==> src/sv/status_led_priority_timer_core_defines.svh <==
// Assertion macros for the status LED priority timer core.
// Used by the top level only; needs clk and arst_n in scope.
`ifndef STATUS_LED_PRIORITY_TIMER_CORE_DEFINES_SVH
`define STATUS_LED_PRIORITY_TIMER_CORE_DEFINES_SVH

`ifndef SYNTHESIS
`define SLTC_ASSERT_IMP(label, ante, cons) \
	label: assert property (@(posedge clk) disable iff (!arst_n) (ante) |-> (cons)) \
		else $error("sltc check failed");
`define SLTC_ASSERT_NXT(label, ante, cons) \
	label: assert property (@(posedge clk) disable iff (!arst_n) (ante) |=> (cons)) \
		else $error("sltc check failed");
`else
`define SLTC_ASSERT_IMP(label, ante, cons)
`define SLTC_ASSERT_NXT(label, ante, cons)
`endif

`endif

==> src/sv/sltc_pkg.sv <==
`timescale 1ns / 1ps
// Shared types, codes and constants for the status LED priority timer.
// No dependencies.
package sltc_pkg;

	localparam int AGE_W = 16;
	localparam logic [AGE_W-1:0] AGE_MAX = '1;
	localparam logic [7:0] LED_ON = 8'd255;
	localparam logic [7:0] LED_OFF = 8'd0;

	localparam int IN_BYTES_W = 8;
	localparam int OUT_BYTES_W = 32;
	localparam int ADDR_W = 4;
	localparam int DATA_W = 32;

	localparam logic [AGE_W-1:0] CONN_TIMEOUT_RST = 16'd1000;
	localparam logic [AGE_W-1:0] ERR_HOLD_RST = 16'd1000;
	localparam logic [AGE_W-1:0] SAVE_HOLD_RST = 16'd500;

	// register indexes (byte address / 4)
	localparam logic [1:0] REG_CONN_TIMEOUT = 2'd0;
	localparam logic [1:0] REG_ERR_HOLD = 2'd1;
	localparam logic [1:0] REG_SAVE_HOLD = 2'd2;

	typedef enum logic [2:0] {
		CMD_TICK = 3'd0,
		CMD_BEGIN = 3'd1,
		CMD_END_BOOT = 3'd2,
		CMD_ACTIVITY = 3'd3,
		CMD_SET_UNSAVED = 3'd4,
		CMD_SET_SAVING = 3'd5,
		CMD_ERROR = 3'd6,
		CMD_UPDATE = 3'd7
	} cmd_t;

	typedef enum logic [2:0] {
		ST_BOOT = 3'd0,
		ST_NORMAL = 3'd1,
		ST_CONNECTED = 3'd2,
		ST_UNSAVED = 3'd3,
		ST_SAVING = 3'd4,
		ST_ERROR = 3'd5
	} disp_t;

	// packed from the top bit down, so command sits in the lowest bits
	typedef struct packed {
		logic led_ready;
		logic led_init_ok;
		logic flag_value;
		cmd_t command;
	} in_item_t;

	typedef struct packed {
		logic ready_for_command;
		logic [7:0] blue;
		logic [7:0] green;
		logic [7:0] red;
		logic write_strobe;
		disp_t shown_state;
	} out_item_t;

	typedef struct packed {
		logic [AGE_W-1:0] connected_timeout_ms;
		logic [AGE_W-1:0] error_hold_ms;
		logic [AGE_W-1:0] saving_hold_ms;
	} cfg_t;

	typedef struct packed {
		logic [7:0] b;
		logic [7:0] g;
		logic [7:0] r;
	} rgb_t;

	function automatic rgb_t state_color(input disp_t st);
		rgb_t c;
		c = '{b: LED_OFF, g: LED_OFF, r: LED_OFF};
		case (st)
			ST_BOOT: begin
				c = '{b: LED_ON, g: LED_ON, r: LED_ON};
			end
			ST_NORMAL: begin
				c.b = LED_ON;
			end
			ST_CONNECTED: begin
				c.g = LED_ON;
			end
			ST_UNSAVED: begin
				c.r = LED_ON;
				c.g = LED_ON;
			end
			ST_SAVING: begin
				c.r = LED_ON;
				c.b = LED_ON;
			end
			default: begin
				c.r = LED_ON;
			end
		endcase
		return c;
	endfunction

	function automatic logic [AGE_W-1:0] age_inc(input logic [AGE_W-1:0] a);
		return (a == AGE_MAX) ? a : a + 1'b1;
	endfunction

endpackage

==> src/sv/sltc_regs.sv <==
`timescale 1ns / 1ps
// Configuration registers behind an APB-style port: timeouts and hold limits.
// Depends on sltc_pkg.
module sltc_regs (
	input  logic                        clk,
	input  logic                        arst_n,
	input  logic                        psel,
	input  logic                        penable,
	input  logic                        pwrite,
	input  logic [sltc_pkg::ADDR_W-1:0] paddr,
	input  logic [sltc_pkg::DATA_W-1:0] pwdata,
	output logic [sltc_pkg::DATA_W-1:0] prdata,
	output logic                        pready,
	output sltc_pkg::cfg_t              cfg
);
	import sltc_pkg::*;

	cfg_t cfg_q;
	logic wr_en;
	logic [1:0] reg_idx;

	assign pready = 1'b1;
	assign wr_en = psel && penable && pwrite && pready;
	assign reg_idx = paddr[3:2];
	assign cfg = cfg_q;

	always_ff @(posedge clk or negedge arst_n) begin
		if (!arst_n) begin
			cfg_q.connected_timeout_ms <= CONN_TIMEOUT_RST;
			cfg_q.error_hold_ms <= ERR_HOLD_RST;
			cfg_q.saving_hold_ms <= SAVE_HOLD_RST;
		end else if (wr_en) begin
			case (reg_idx)
				REG_CONN_TIMEOUT: cfg_q.connected_timeout_ms <= pwdata[AGE_W-1:0];
				REG_ERR_HOLD: cfg_q.error_hold_ms <= pwdata[AGE_W-1:0];
				REG_SAVE_HOLD: cfg_q.saving_hold_ms <= pwdata[AGE_W-1:0];
				default: ;
			endcase
		end
	end

	always_comb begin
		case (reg_idx)
			REG_CONN_TIMEOUT: prdata = {{(DATA_W-AGE_W){1'b0}}, cfg_q.connected_timeout_ms};
			REG_ERR_HOLD: prdata = {{(DATA_W-AGE_W){1'b0}}, cfg_q.error_hold_ms};
			REG_SAVE_HOLD: prdata = {{(DATA_W-AGE_W){1'b0}}, cfg_q.saving_hold_ms};
			default: prdata = '0;
		endcase
	end

endmodule

==> src/sv/sltc_engine.sv <==
`timescale 1ns / 1ps
// Status flags, hold counters and priority pick for one request per cycle while step is high.
// Depends on sltc_pkg.
module sltc_engine (
	input  logic                clk,
	input  logic                arst_n,
	input  logic                step,
	input  sltc_pkg::in_item_t  item,
	input  sltc_pkg::cfg_t      cfg,
	output sltc_pkg::out_item_t result
);
	import sltc_pkg::*;

	logic in_boot_q, link_active_q, has_unsaved_q, is_saving_q;
	logic saving_held_q, error_held_q, led_usable_q, has_shown_q;
	disp_t last_shown_q;
	logic [AGE_W-1:0] activity_age_q, error_age_q, saving_age_q;

	logic in_boot_n, link_active_n, has_unsaved_n, is_saving_n;
	logic saving_held_n, error_held_n, led_usable_n, has_shown_n;
	disp_t last_shown_n, st;
	logic [AGE_W-1:0] activity_age_n, error_age_n, saving_age_n;
	logic try_write, do_write;
	rgb_t color;

	always_comb begin
		in_boot_n = in_boot_q;
		link_active_n = link_active_q;
		has_unsaved_n = has_unsaved_q;
		is_saving_n = is_saving_q;
		saving_held_n = saving_held_q;
		error_held_n = error_held_q;
		led_usable_n = led_usable_q;
		has_shown_n = has_shown_q;
		activity_age_n = activity_age_q;
		error_age_n = error_age_q;
		saving_age_n = saving_age_q;
		try_write = 1'b0;

		case (item.command)
			CMD_TICK: begin
				activity_age_n = age_inc(activity_age_q);
				error_age_n = age_inc(error_age_q);
				saving_age_n = age_inc(saving_age_q);
			end
			CMD_BEGIN: begin
				in_boot_n = 1'b1;
				link_active_n = 1'b0;
				has_unsaved_n = 1'b0;
				is_saving_n = 1'b0;
				saving_held_n = 1'b0;
				error_held_n = 1'b0;
				has_shown_n = 1'b0;
				led_usable_n = item.led_init_ok;
				try_write = 1'b1;
			end
			CMD_END_BOOT: begin
				in_boot_n = 1'b0;
				try_write = 1'b1;
			end
			CMD_ACTIVITY: begin
				link_active_n = 1'b1;
				activity_age_n = '0;
			end
			CMD_SET_UNSAVED: begin
				has_unsaved_n = item.flag_value;
			end
			CMD_SET_SAVING: begin
				is_saving_n = item.flag_value;
				if (item.flag_value) begin
					saving_held_n = 1'b1;
					saving_age_n = '0;
				end
				try_write = 1'b1;
			end
			CMD_ERROR: begin
				error_held_n = 1'b1;
				error_age_n = '0;
			end
			default: begin
				try_write = 1'b1;
			end
		endcase

		// drop holds whose age reached the limit
		if (activity_age_n >= cfg.connected_timeout_ms) link_active_n = 1'b0;
		if (error_age_n >= cfg.error_hold_ms) error_held_n = 1'b0;
		if (saving_age_n >= cfg.saving_hold_ms) saving_held_n = 1'b0;

		if (in_boot_n) st = ST_BOOT;
		else if (error_held_n) st = ST_ERROR;
		else if (is_saving_n || saving_held_n) st = ST_SAVING;
		else if (has_unsaved_n) st = ST_UNSAVED;
		else if (link_active_n) st = ST_CONNECTED;
		else st = ST_NORMAL;

		do_write = try_write && led_usable_n && !(has_shown_n && st == last_shown_q)
			&& !(has_shown_n && !item.led_ready);

		last_shown_n = last_shown_q;
		color = '{b: LED_OFF, g: LED_OFF, r: LED_OFF};
		if (do_write) begin
			color = state_color(st);
			last_shown_n = st;
			has_shown_n = 1'b1;
		end

		result.shown_state = st;
		result.write_strobe = do_write;
		result.red = color.r;
		result.green = color.g;
		result.blue = color.b;
		result.ready_for_command = !led_usable_n || item.led_ready;
	end

	always_ff @(posedge clk or negedge arst_n) begin
		if (!arst_n) begin
			in_boot_q <= 1'b1;
			link_active_q <= 1'b0;
			has_unsaved_q <= 1'b0;
			is_saving_q <= 1'b0;
			saving_held_q <= 1'b0;
			error_held_q <= 1'b0;
			led_usable_q <= 1'b0;
			has_shown_q <= 1'b0;
			last_shown_q <= ST_BOOT;
			activity_age_q <= '0;
			error_age_q <= '0;
			saving_age_q <= '0;
		end else if (step) begin
			in_boot_q <= in_boot_n;
			link_active_q <= link_active_n;
			has_unsaved_q <= has_unsaved_n;
			is_saving_q <= is_saving_n;
			saving_held_q <= saving_held_n;
			error_held_q <= error_held_n;
			led_usable_q <= led_usable_n;
			has_shown_q <= has_shown_n;
			last_shown_q <= last_shown_n;
			activity_age_q <= activity_age_n;
			error_age_q <= error_age_n;
			saving_age_q <= saving_age_n;
		end
	end

endmodule

==> src/sv/status_led_priority_timer_core.sv <==
`timescale 1ns / 1ps
// Status LED priority timer core: input register, one-pass state update, result register.
// A taken request is registered in the input register and its result in the result register.
// Throughput: one request per cycle while m_tready is high; s_tready stays high while the
// result register drains. Reset (arst_n low, asynchronous): both stages empty, flags and ages
// cleared, in_boot set, timeouts back to 1000/1000/500 ms.
module status_led_priority_timer_core (
	input  logic        clk,
	input  logic        arst_n,
	input  logic        s_tvalid,
	output logic        s_tready,
	input  logic [sltc_pkg::IN_BYTES_W-1:0]  s_tdata,   // command[2:0], flag_value[3],
	                                                    // led_init_ok[4], led_ready[5]
	output logic        m_tvalid,
	input  logic        m_tready,
	output logic [sltc_pkg::OUT_BYTES_W-1:0] m_tdata,   // shown_state[2:0], write_strobe[3],
	                                                    // red[11:4], green[19:12],
	                                                    // blue[27:20], ready_for_command[28]
	input  logic        psel,
	input  logic        penable,
	input  logic        pwrite,
	input  logic [3:0]  paddr,
	input  logic [31:0] pwdata,
	output logic [31:0] prdata,
	output logic        pready
);
	import sltc_pkg::*;

	`include "status_led_priority_timer_core_defines.svh"

	cfg_t cfg;
	in_item_t item_s1;
	logic valid_s1;
	out_item_t result, out_s2;
	logic valid_s2;
	logic advance;

	sltc_regs u_regs (
		.clk    (clk),
		.arst_n (arst_n),
		.psel   (psel),
		.penable(penable),
		.pwrite (pwrite),
		.paddr  (paddr),
		.pwdata (pwdata),
		.prdata (prdata),
		.pready (pready),
		.cfg    (cfg)
	);

	sltc_engine u_engine (
		.clk    (clk),
		.arst_n (arst_n),
		.step   (advance && valid_s1),
		.item   (item_s1),
		.cfg    (cfg),
		.result (result)
	);

	assign advance = !valid_s2 || m_tready;
	assign s_tready = !valid_s1 || advance;
	assign m_tvalid = valid_s2;
	assign m_tdata = {{(OUT_BYTES_W-$bits(out_item_t)){1'b0}}, out_s2};

	always_ff @(posedge clk or negedge arst_n) begin
		if (!arst_n) begin
			valid_s1 <= 1'b0;
			valid_s2 <= 1'b0;
		end else begin
			if (s_tvalid && s_tready) valid_s1 <= 1'b1;
			else if (advance) valid_s1 <= 1'b0;
			if (advance) valid_s2 <= valid_s1;
		end
	end

	always_ff @(posedge clk) begin
		if (s_tvalid && s_tready) item_s1 <= in_item_t'(s_tdata[$bits(in_item_t)-1:0]);
		if (advance && valid_s1) out_s2 <= result;
	end

	`SLTC_ASSERT_IMP(a_rgb_zero_no_write, m_tvalid && !m_tdata[3], m_tdata[27:4] == 24'd0)
	`SLTC_ASSERT_IMP(a_rgb_lit_on_write, m_tvalid && m_tdata[3], m_tdata[27:4] != 24'd0)
	`SLTC_ASSERT_IMP(a_state_range, m_tvalid, m_tdata[2:0] <= 3'd5)
	`SLTC_ASSERT_IMP(a_ready_when_drained, !m_tvalid, s_tready)
	`SLTC_ASSERT_NXT(a_result_follows, valid_s1 && advance, m_tvalid)

endmodule

==> config.mk <==
export PLATFORM = sky130hd
export DESIGN_NAME = status_led_priority_timer_core
export DESIGN_NICKNAME = d
export VERILOG_FILES = /design/src/sv/sltc_pkg.sv /design/src/sv/sltc_regs.sv /design/src/sv/sltc_engine.sv /design/src/sv/status_led_priority_timer_core.sv
export VERILOG_INCLUDE_DIRS = /design/src /design/src/sv
export SDC_FILE = /design/constraint.sdc
export NUM_CORES = 1
export LEC_CHECK = 0
export ABC_CLOCK_PERIOD_IN_PS = 6100
export BUFFER_PORTS_ARGS = -buffer_cell sky130_fd_sc_hd__buf_2
export CORE_MARGIN = 2
export CORE_UTILIZATION = 36
export CTS_CLUSTER_SIZE = 16
export DETAILED_ROUTE_END_ITERATION = 10
export HOLD_SLACK_MARGIN = 0.12
export PLACE_DENSITY = 0.52
export SYNTH_ARGS = -nofsm -noshare
export SYNTH_HDL_FRONTEND = slang
export SYNTH_SLANG_ARGS = --single-unit
==> constraint.sdc <==
create_clock -name clk -period 6.1 [get_ports clk]
set_input_delay 0.61 -clock clk [delete_from_list [all_inputs] [get_ports clk]]
set_output_delay 0.61 -clock clk [all_outputs]
set_load 0.01 [all_outputs]
==> results of run 1 <==
-- registers in the layout, indices dropped and copies added, names as in the netlist --
| signal | count |
|---|---|
| u_engine.in_boot_q | 1 |
| item_s1 | 6 |
| u_engine.last_shown_q | 3 |
| u_engine.error_held_q | 1 |
| u_engine.led_usable_q | 1 |
| u_engine.saving_age_q | 16 |
| u_engine.saving_held_q | 1 |
| u_engine.link_active_q | 1 |
| u_engine.error_age_q | 16 |
| u_engine.activity_age_q | 16 |
| u_engine.is_saving_q | 1 |
| m_tdata | 8 |
| u_engine.has_shown_q | 1 |
| u_regs.cfg | 48 |
| m_tvalid | 1 |
| valid_s1 | 1 |
| u_engine.has_unsaved_q | 1 |
-- synth_stat cells, drive strengths merged, types with 11 or more instances --
cell type	n
nand4	14
edfxtp	14
and3	11
inv	55
o31ai	22
mux2i	23
dfstp	19
nor3	14
a21oi	39
nand2b	13
mux2	30
ha	51
nor2	52
nand3	25
xor2	13
dfrtp	90
buf	43
nand2	147
o21ai	95
clkbuf	33
-- worst paths after layout --
| kind | start | endpoint | slack [ns] | cells after the start |
|---|---|---|---|---|
| setup / recovery | u_engine.error_age_q[3] | m_tdata[18] | 0.68 | 18 |
| hold / removal | arst_n | u_engine.saving_age_q[8] | 0.18 | 1 |
| setup reg to reg | u_engine.error_age_q[3] | m_tdata[18] | 0.68 | 18 |
| hold reg to reg | u_engine.saving_held_q | u_engine.saving_held_q | 0.48 | 2 |
| max in group asynchronous | arst_n | u_engine.in_boot_q | 4.45 | 3 |
| min in group clk | s_tdata[5] | item_s1[5] | 0.36 | 1 |
-- metal layers --
layer | GRT usage, % | vias to the layer above | part of all wire (%)
li1 | - | 3290 | -
met4 | 5.77 | 0 | 1.2
met1 | 24.1 | 3181 | 47
met3 | 2.78 | 16 | 3.0
met2 | 29.7 | 119 | 48
met5 | 0 | - | 0
-- layout by cell type (no fill, tap or decap), types with 19 or more instances in the layout --
master / n
o21ai_0: 95
dfrtp_1: 90
a21oi_1: 39
mux2_2: 28
nor2_1: 52
mux2i_1: 23
conb_1: 20
o31ai_1: 22
ha_1: 51
nand3_1: 25
inv_1: 55
buf_2: 76
dfstp_2: 19
nand2_1: 146
-- worst max-delay path, cell delays in order, from the launching register on --
cell and delay [ns]:
dfrtp_1 0.46, and4_1 0.33, and4_1 0.31, nand4_1 0.23, o22ai_1 0.43, nor2_1 0.10
buf_4 0.18, nand2_1 0.10, xor2_1 0.18, nor2_1 0.08, ha_1 0.30, nand4_1 0.13
or4_1 0.53, o22a_1 0.25, a21oi_1 0.33, o2111ai_1 0.30, mux2i_1 0.22, o31a_2 0.17
a2111oi_0 0.49
-- power breakdown --
part           internal (W)  total, W  switching, W  leakage (nW)
Clock              0.000632  0.000998      0.000366         0.277
Combinational      0.000262  0.000651      0.000389          2.41
Sequential         0.000992   0.00110      0.000110          1.50
Total               0.00189   0.00275      0.000865          4.19
-- metrics by stage --
stage | instance area, um^2 | worst slack (ns) | utilization (%) | hold WS [ns] | instances
final | 9120 | 0.679 | 41.7 | 0.183 | 1263
after detailed placement | 8550 | 0.822 | 39.0 | 0.476 | 1231
after floorplan | 8110 | 1.46 | - | 0.314 | 934
after global placement | 8550 | 0.862 | 39.0 | 0.463 | 1231
after CTS | 9120 | 0.729 | 41.7 | 0.199 | 1263
after global routing | 9120 | 0.295 | 41.7 | 0.216 | 1263
-- cell type report --
type / count / area share [%]
inverters: 55 / 2.26
clock buffers: 25 / 5.32
multi-input cells: 680 / 47.2
repair buffers: 93 / 5.57
flip-flops and latches: 123 / 34.8
clock inverters: 7 / 0.988
well taps: 280 / 3.84
-- cells by family after synthesis --
group / after synthesis / share of synthesized area, %
XOR/XNOR: 20 / 2.18
other: 2 / 0.0934
multiplexers: 53 / 7.06
adder cells (fa/ha/maj): 51 / 7.94
AND/OR/NAND/NOR: 319 / 18.7
buffers and inverters: 131 / 8.03
flip-flops: 123 / 39.4
AO/OA/AOI/OAI: 217 / 16.6
==> qor.yml, run 1 <==
status: "completed"
cts_setup_buffers: 0
cp-start-kind: "register"
totalWireLength_um: 20800
htreeDepth: 4
synth_edf_count: 14
core_um2: 21900
hold_buffers: 0
power.density_nw_per_um2: 302
yosysTopAreaCellShare_pct: 28.0
drv_slew: 0
worst_pin_slew_ns: 0.886
leakage_nw: 4.19
syn_avg_cell_area_um2: 8.78
grt_pass1_vias: 6223
final-seq-area_um2: 3170
multi_input_area_um2: 4310
hold_viol_final: 0
rsz0062_at_grt: "false"
grt_pass1_wl_um: 33400
first_pass_iters: 5
synth_area_leaders: "dfrtp_1 (28%), ha_1 (7.9%), nand2_1 (6.9%)"
wl_per_cell_um: 16.5
critical_path_required_ns: 6.24
ys_ff_latch: 123
postSynthCellCount: 916
clock_latency_ns: 0.42
routabilityCongestion: 0.822
worstPathArrival_ns: 5.56
port_buffers: 77
fmax_mhz: 184
cts.sinks: 123
finalSetupTns_ns: 0
synth_ff_type: "dfrtp_1"
slew_headroom_pct: 40.8
cts-buffers-inserted: 17
die_w_um: 153
synth_top_area_cell: "dfrtp_1"
cts_tree: "yes"
cts_buffer_depth: 2
hpwl_um: 14900
synth_warnings: 0
boundaryPins: 118
clkTransAtPathRegs_ns: 0.06
power_w: 0.00275
peakVddDrop_mv: 0.182
yosys.cell_types.count: 62
ys_seq_area_share_pct: 39.4
fill_cells: 2248
async_flop_share_pct: 88.6
ant_nets: 0
final-setup-viol-count: 0
root_buffer: "clkbuf_16"
vias: 6606
syn_area_um2: 8040
grt_overflow: 0
fin_crit_ns: 5.42
fp.dieH_um: 153
cap_violations: 0
cts_resized: 0
diodes: 0
critPathMaxFanout: 10
drive_above_1_share_pct: 18.0
drt_iter0_markers: 357
dieArea_um2: 23500
skew_ns: 0.0133
fin_nets: 1072
grt_max_degree: 56
hp-class: "input port to asynchronous set/reset pin"
antenna_found_initial: 0
path_class: "register to register"
drc_errors: 0
end_kind: "register"
drt-vias-per-instance: 5.23
min_period_over_period_pct: 88.9
area_delta_synth_final_pct: 13.4
rows: 54
track_usage_pct: 17.9
initial_utilization_pct: 36.7
Note: power is estimated with default switching activity, not from simulation.
==> run 2, diff against run 1 <==
Settings changed: REMOVE_ABC_BUFFERS set to 1.
==> run 2 against run 1 <==
Compared with the run above: fmax increased by 2.2%; register-to-register slack improved by 0.11 ns; power increased by 2.2%; setup slack improved by 0.11 ns; core utilization increased by 0.074 points; clock power increased by 5%; largest cell class unchanged; sequential cell count unchanged.
==> qor.yml, run 2 (same netlist as run 1, synthesis figures left out) <==
grt_max_degree: 71
design_area_um2: 9140
track_usage_pct: 18.7
hp-class: "input port to asynchronous set/reset pin"
cts_resized: 0
fin_crit_ns: 5.31
initial_utilization_pct: 36.7
drive_above_1_share_pct: 18.0
grt_pass1_wl_um: 34600
multi_input_area_um2: 4310
slew_headroom_pct: 34.2
critPathMaxFanout: 16
antenna_found_initial: 0
holdWs_ns: 0.355
drt_iter0_markers: 374
first_pass_iters: 5
cts-buffers-inserted: 17
status: "completed"
cts_setup_buffers: 0
leakage_nw: 4.20
r2r_cells: 16
clock_latency_ns: 0.42
totalWireLength_um: 21500
fp.dieH_um: 153
fmax_mhz: 188
power.density_nw_per_um2: 308
area_delta_synth_final_pct: 13.6
regToRegSetupSlack_ns: 0.79
core_um2: 21900
drv_slew: 0
final-seq-area_um2: 3170
die_w_um: 153
drt-vias-per-instance: 5.28
timing.rr.end: "u_engine.last_shown_q[0]"
cts.sinks: 123
end_kind: "register"
fill_cells: 2222
routabilityCongestion: 0.808
peakVddDrop_mv: 0.170
root_buffer: "clkbuf_16"
hold_buffers: 0
rows: 54
fin_nets: 1071
layout_commonest_cell: "nand2_1"
htreeDepth: 4
hpwl_um: 15100
dieArea_um2: 23500
clkTransAtPathRegs_ns: 0.06
cp-start-kind: "register"
diodes: 0
r2r_start: "item_s1[0]"
drc_errors: 0
path_class: "register to register"
fin_util_pct: 41.7
cap_violations: 0
wl_per_cell_um: 17.1
worst_pin_slew_ns: 0.988
rsz0062_at_grt: "false"
skew_ns: 0.0105
ant_nets: 0
cts_buffer_depth: 2
vias: 6660
hold_viol_final: 0
grt_pass1_vias: 6398
worstPathArrival_ns: 5.60
cts_tree: "yes"
critical_path_required_ns: 6.40
place_area_um2: 8540
mostFrequentLayoutCells: "nand2_1 (146), o21ai_0 (95), dfrtp_1 (90)"
port_buffers: 77
grt_overflow: 0
min_period_over_period_pct: 87.0
largest_register_ffs: 48
boundaryPins: 118
final-setup-viol-count: 0
finalSetupTns_ns: 0
## run 2: cell count changes in the layout (fill, tap and decap cells not counted), sizes merged
cell and change:
buf -1, bufinv +1, clkbuf -1, clkinvlp -1, clkinv +1
## run 2: cell type report
class	count	area share [%]
Timing Repair Buffer	92	5.48
Clock inverter	8	1.29
Inverter	55	2.26
Clock buffer	24	5.27
Tap cell	280	3.83
Multi-Input combinational cell	680	47.2
Sequential cell	123	34.7
## run 2: critical path, cell delays in order, from the launching register on
cell and delay, ns:
edfxtp_1 0.60, nor3_2 0.49, nor2_1 0.14, a211oi_1 0.43
and3_1 0.32, and3_1 0.25, xnor2_1 0.13, nor2_1 0.06
ha_1 0.30, nand2_1 0.07, nor3_1 0.39, or4b_1 0.56
and4_1 0.28, o2111ai_1 0.36, mux2i_1 0.32, o22ai_2 0.16
mux2_1 0.33
## run 2: worst max path at each step
stage | startpoint | endpoint | slack (ns)
after floorplan | item_s1[0] | u_engine.last_shown_q[0] | 0.95
after global placement | item_s1[0] | u_engine.last_shown_q[0] | 0.89
after detailed placement | item_s1[0] | u_engine.last_shown_q[0] | 0.80
after CTS | item_s1[0] | u_engine.last_shown_q[0] | 0.76
after global routing | u_engine.error_age_q[3] | m_tdata[18] | 0.41
final | item_s1[0] | u_engine.last_shown_q[0] | 0.79
## run 2: metrics by stage
stage | total power [W] | worst slack (ns) | cells
after global routing | 0.00298 | 0.409 | 1262
after detailed placement | 0.00178 | 0.802 | 1230
after floorplan | 0.00153 | 0.954 | 858
after global placement | 0.00177 | 0.893 | 1230
final | 0.00281 | 0.794 | 1262
after CTS | 0.00284 | 0.763 | 1262
## run 2: routing by layer
layer  vias up  track usage [%]  wire length, um
met1      3217             25.5            10400
met2       134             30.5            10100
met4         0             5.02              362
met3        16             3.52              687
li1       3293                -                -
met5         -                0                0
## run 2: power breakdown
group          total, W  switching [W]  internal, W  leakage [nW]
sequential      0.00111       0.000122     0.000992          1.50
clock           0.00105       0.000375     0.000673         0.294
combinational  0.000649       0.000387     0.000262          2.40
==> run 3, diff against run 2 <==
==> constraint.sdc (replaced) <==
create_clock -name clk -period 6.1 [get_ports clk]
set_input_delay 0.305 -clock clk [delete_from_list [all_inputs] [get_ports clk]]
set_output_delay 0.305 -clock clk [all_outputs]
set_load 0.01 [all_outputs]
==> run 3 against run 2 <==
Compared with the run above: core utilization increased by 0.84 points; global-route usage decreased by 0.48 points; routed wire length decreased by 1.6%; clock power about the same; non-clock buffer count increased by 16; first-iteration DRC count decreased by 2.7%; sequential cell count unchanged; worst hold slack got worse by 0.22 ns; register-to-register slack improved by 0.07 ns; via count decreased by 1.1%; power increased by 0.70%; final cell count increased by 1.3%; largest cell class unchanged; largest power group unchanged.
==> qor.yml, run 3 (same netlist as run 1, synthesis figures left out) <==
critPathMaxStageDelay_ns: 0.61
dieArea_um2: 23500
grt_pass1_vias: 6364
totalWireLength_um: 21200
peakVddDrop_mv: 0.202
boundaryPins: 118
initial_utilization_pct: 36.7
cts_tree: "yes"
fp.dieH_um: 153
layout_commonest_cell: "nand2_1"
leakage_nw: 4.27
drc_errors: 0
rsz0062_at_grt: "false"
critPathMaxFanout: 16
finalSetupTns_ns: 0
cp_cell_sequence: "nor3_2, nor2_1, a211oi_1, and3_1, and3_1, xnor2_1, nor2_1, ha_1, nand2_1, nor3_1, or4b_1, and4_1, o2111ai_1, mux2i_1, o22ai_2, mux2_1"
skew_ns: 0.0104
gr-usage-met2_pct: 30.1
ant_nets: 0
first_pass_iters: 5
cpMaxStageDelayCell: "edfxtp_1"
path_class: "register to register"
status: "completed"
crit_family: "simple AND/OR/NAND/NOR gates"
met1_usage_pct: 25.0
drt-vias-per-instance: 5.15
mostFrequentLayoutCells: "nand2_1 (146), o21ai_0 (95), dfrtp_1 (90)"
grt.busiest_layer: "met2"
final-seq-area_um2: 3170
min_period_over_period_pct: 85.8
track_usage_pct: 18.2
drv_slew: 0
drive_above_1_share_pct: 18.0
worstPathArrival_ns: 5.54
cap_violations: 0
htreeDepth: 4
diodes: 0
cts_buffer_depth: 2
place_area_um2: 8540
final-setup-viol-count: 0
hp-class: "input port to register"
critical_path_required_ns: 6.40
wl_per_cell_um: 16.6
port_buffers: 77
met3_usage_pct: 3.03
end_kind: "register"
rows: 54
design_area_um2: 9320
cts-buffers-inserted: 17
worst_pin_slew_ns: 0.991
core_um2: 21900
cp_num_buf_inv: 0
fmax_mhz: 191
hold_viol_final: 0
area_delta_synth_final_pct: 15.9
die_w_um: 153
fin_nets: 1087
multi_input_area_um2: 4310
cp-start-kind: "register"
antenna_found_initial: 0
hpwl_um: 14900
clkTransAtPathRegs_ns: 0.06
largest_register_ffs: 48
root_buffer: "clkbuf_16"
clock_latency_ns: 0.42
fill_cells: 2191
vias: 6585
drt_iter0_markers: 364
fin_util_pct: 42.6
grt_max_degree: 75
grt_pass1_wl_um: 33800
fin_crit_ns: 5.24
slew_headroom_pct: 33.9
cts_resized: 0
cts_setup_buffers: 0
power.density_nw_per_um2: 304
routabilityCongestion: 0.800
grt_overflow: 0
holdWs_ns: 0.135
cts.sinks: 123
==> run 3: worst min-delay path, stage by stage <==
cell and delay, ns:
buf_2 0.11, nand2_1 0.04, o21ai_0 0.06
==> run 3: layout make-up <==
| cell class | count | share of cell area (%) |
|---|---|---|
| Inverter | 55 | 2.21 |
| Multi-Input combinational cell | 680 | 46.2 |
| Clock buffer | 21 | 5.29 |
| Sequential cell | 123 | 34.0 |
| Tap cell | 280 | 3.76 |
| Timing Repair Buffer | 108 | 7.09 |
| Clock inverter | 11 | 1.40 |
==> run 3: path summary, 6_finish.rpt <==
path	start	to	slack [ns]	depth (start not counted)
max in group asynchronous	arst_n	u_engine.activity_age_q[10]	4.31	3
setup / recovery	item_s1[0]	u_engine.last_shown_q[0]	0.86	16
hold reg to reg	u_engine.error_held_q	u_engine.error_held_q	0.48	2
min in group asynchronous	arst_n	m_tvalid	0.40	2
setup reg to reg	item_s1[0]	u_engine.last_shown_q[0]	0.86	16
hold / removal	pwdata[1]	u_regs.cfg[1]	0.13	3
==> run 3: report_power, final <==
| group | switching [W] | internal [W] |
|---|---|---|
| combinational | 0.000385 | 0.000268 |
| clock | 0.000400 | 0.000664 |
| sequential | 0.000121 | 0.000992 |
==> run 3: metal layers <==
metal / up-vias / wire length, um
met4: 0 / 255
met2: 122 / 9910
met1: 3127 / 10200
li1: 3322 / -
met3: 14 / 797
met5: - / 0
==> run 3: through the flow <==
stage / setup slack [ns] / total power (W) / cells
2_1_floorplan: 0.954 / 0.00153 / 858
3_3_place_gp: 0.955 / 0.00177 / 1230
3_5_place_dp: 0.827 / 0.00178 / 1230
4_1_cts: 0.807 / 0.00286 / 1278
5_1_grt: 0.559 / 0.00299 / 1278
6_report: 0.864 / 0.00283 / 1278
==> run 3: repair_timing <==
item / 4_1_cts / 5_1_grt
hold buffers: 16 / 0
setup endpoints to repair: 0 / 0
hold endpoints to repair: 49 / 0
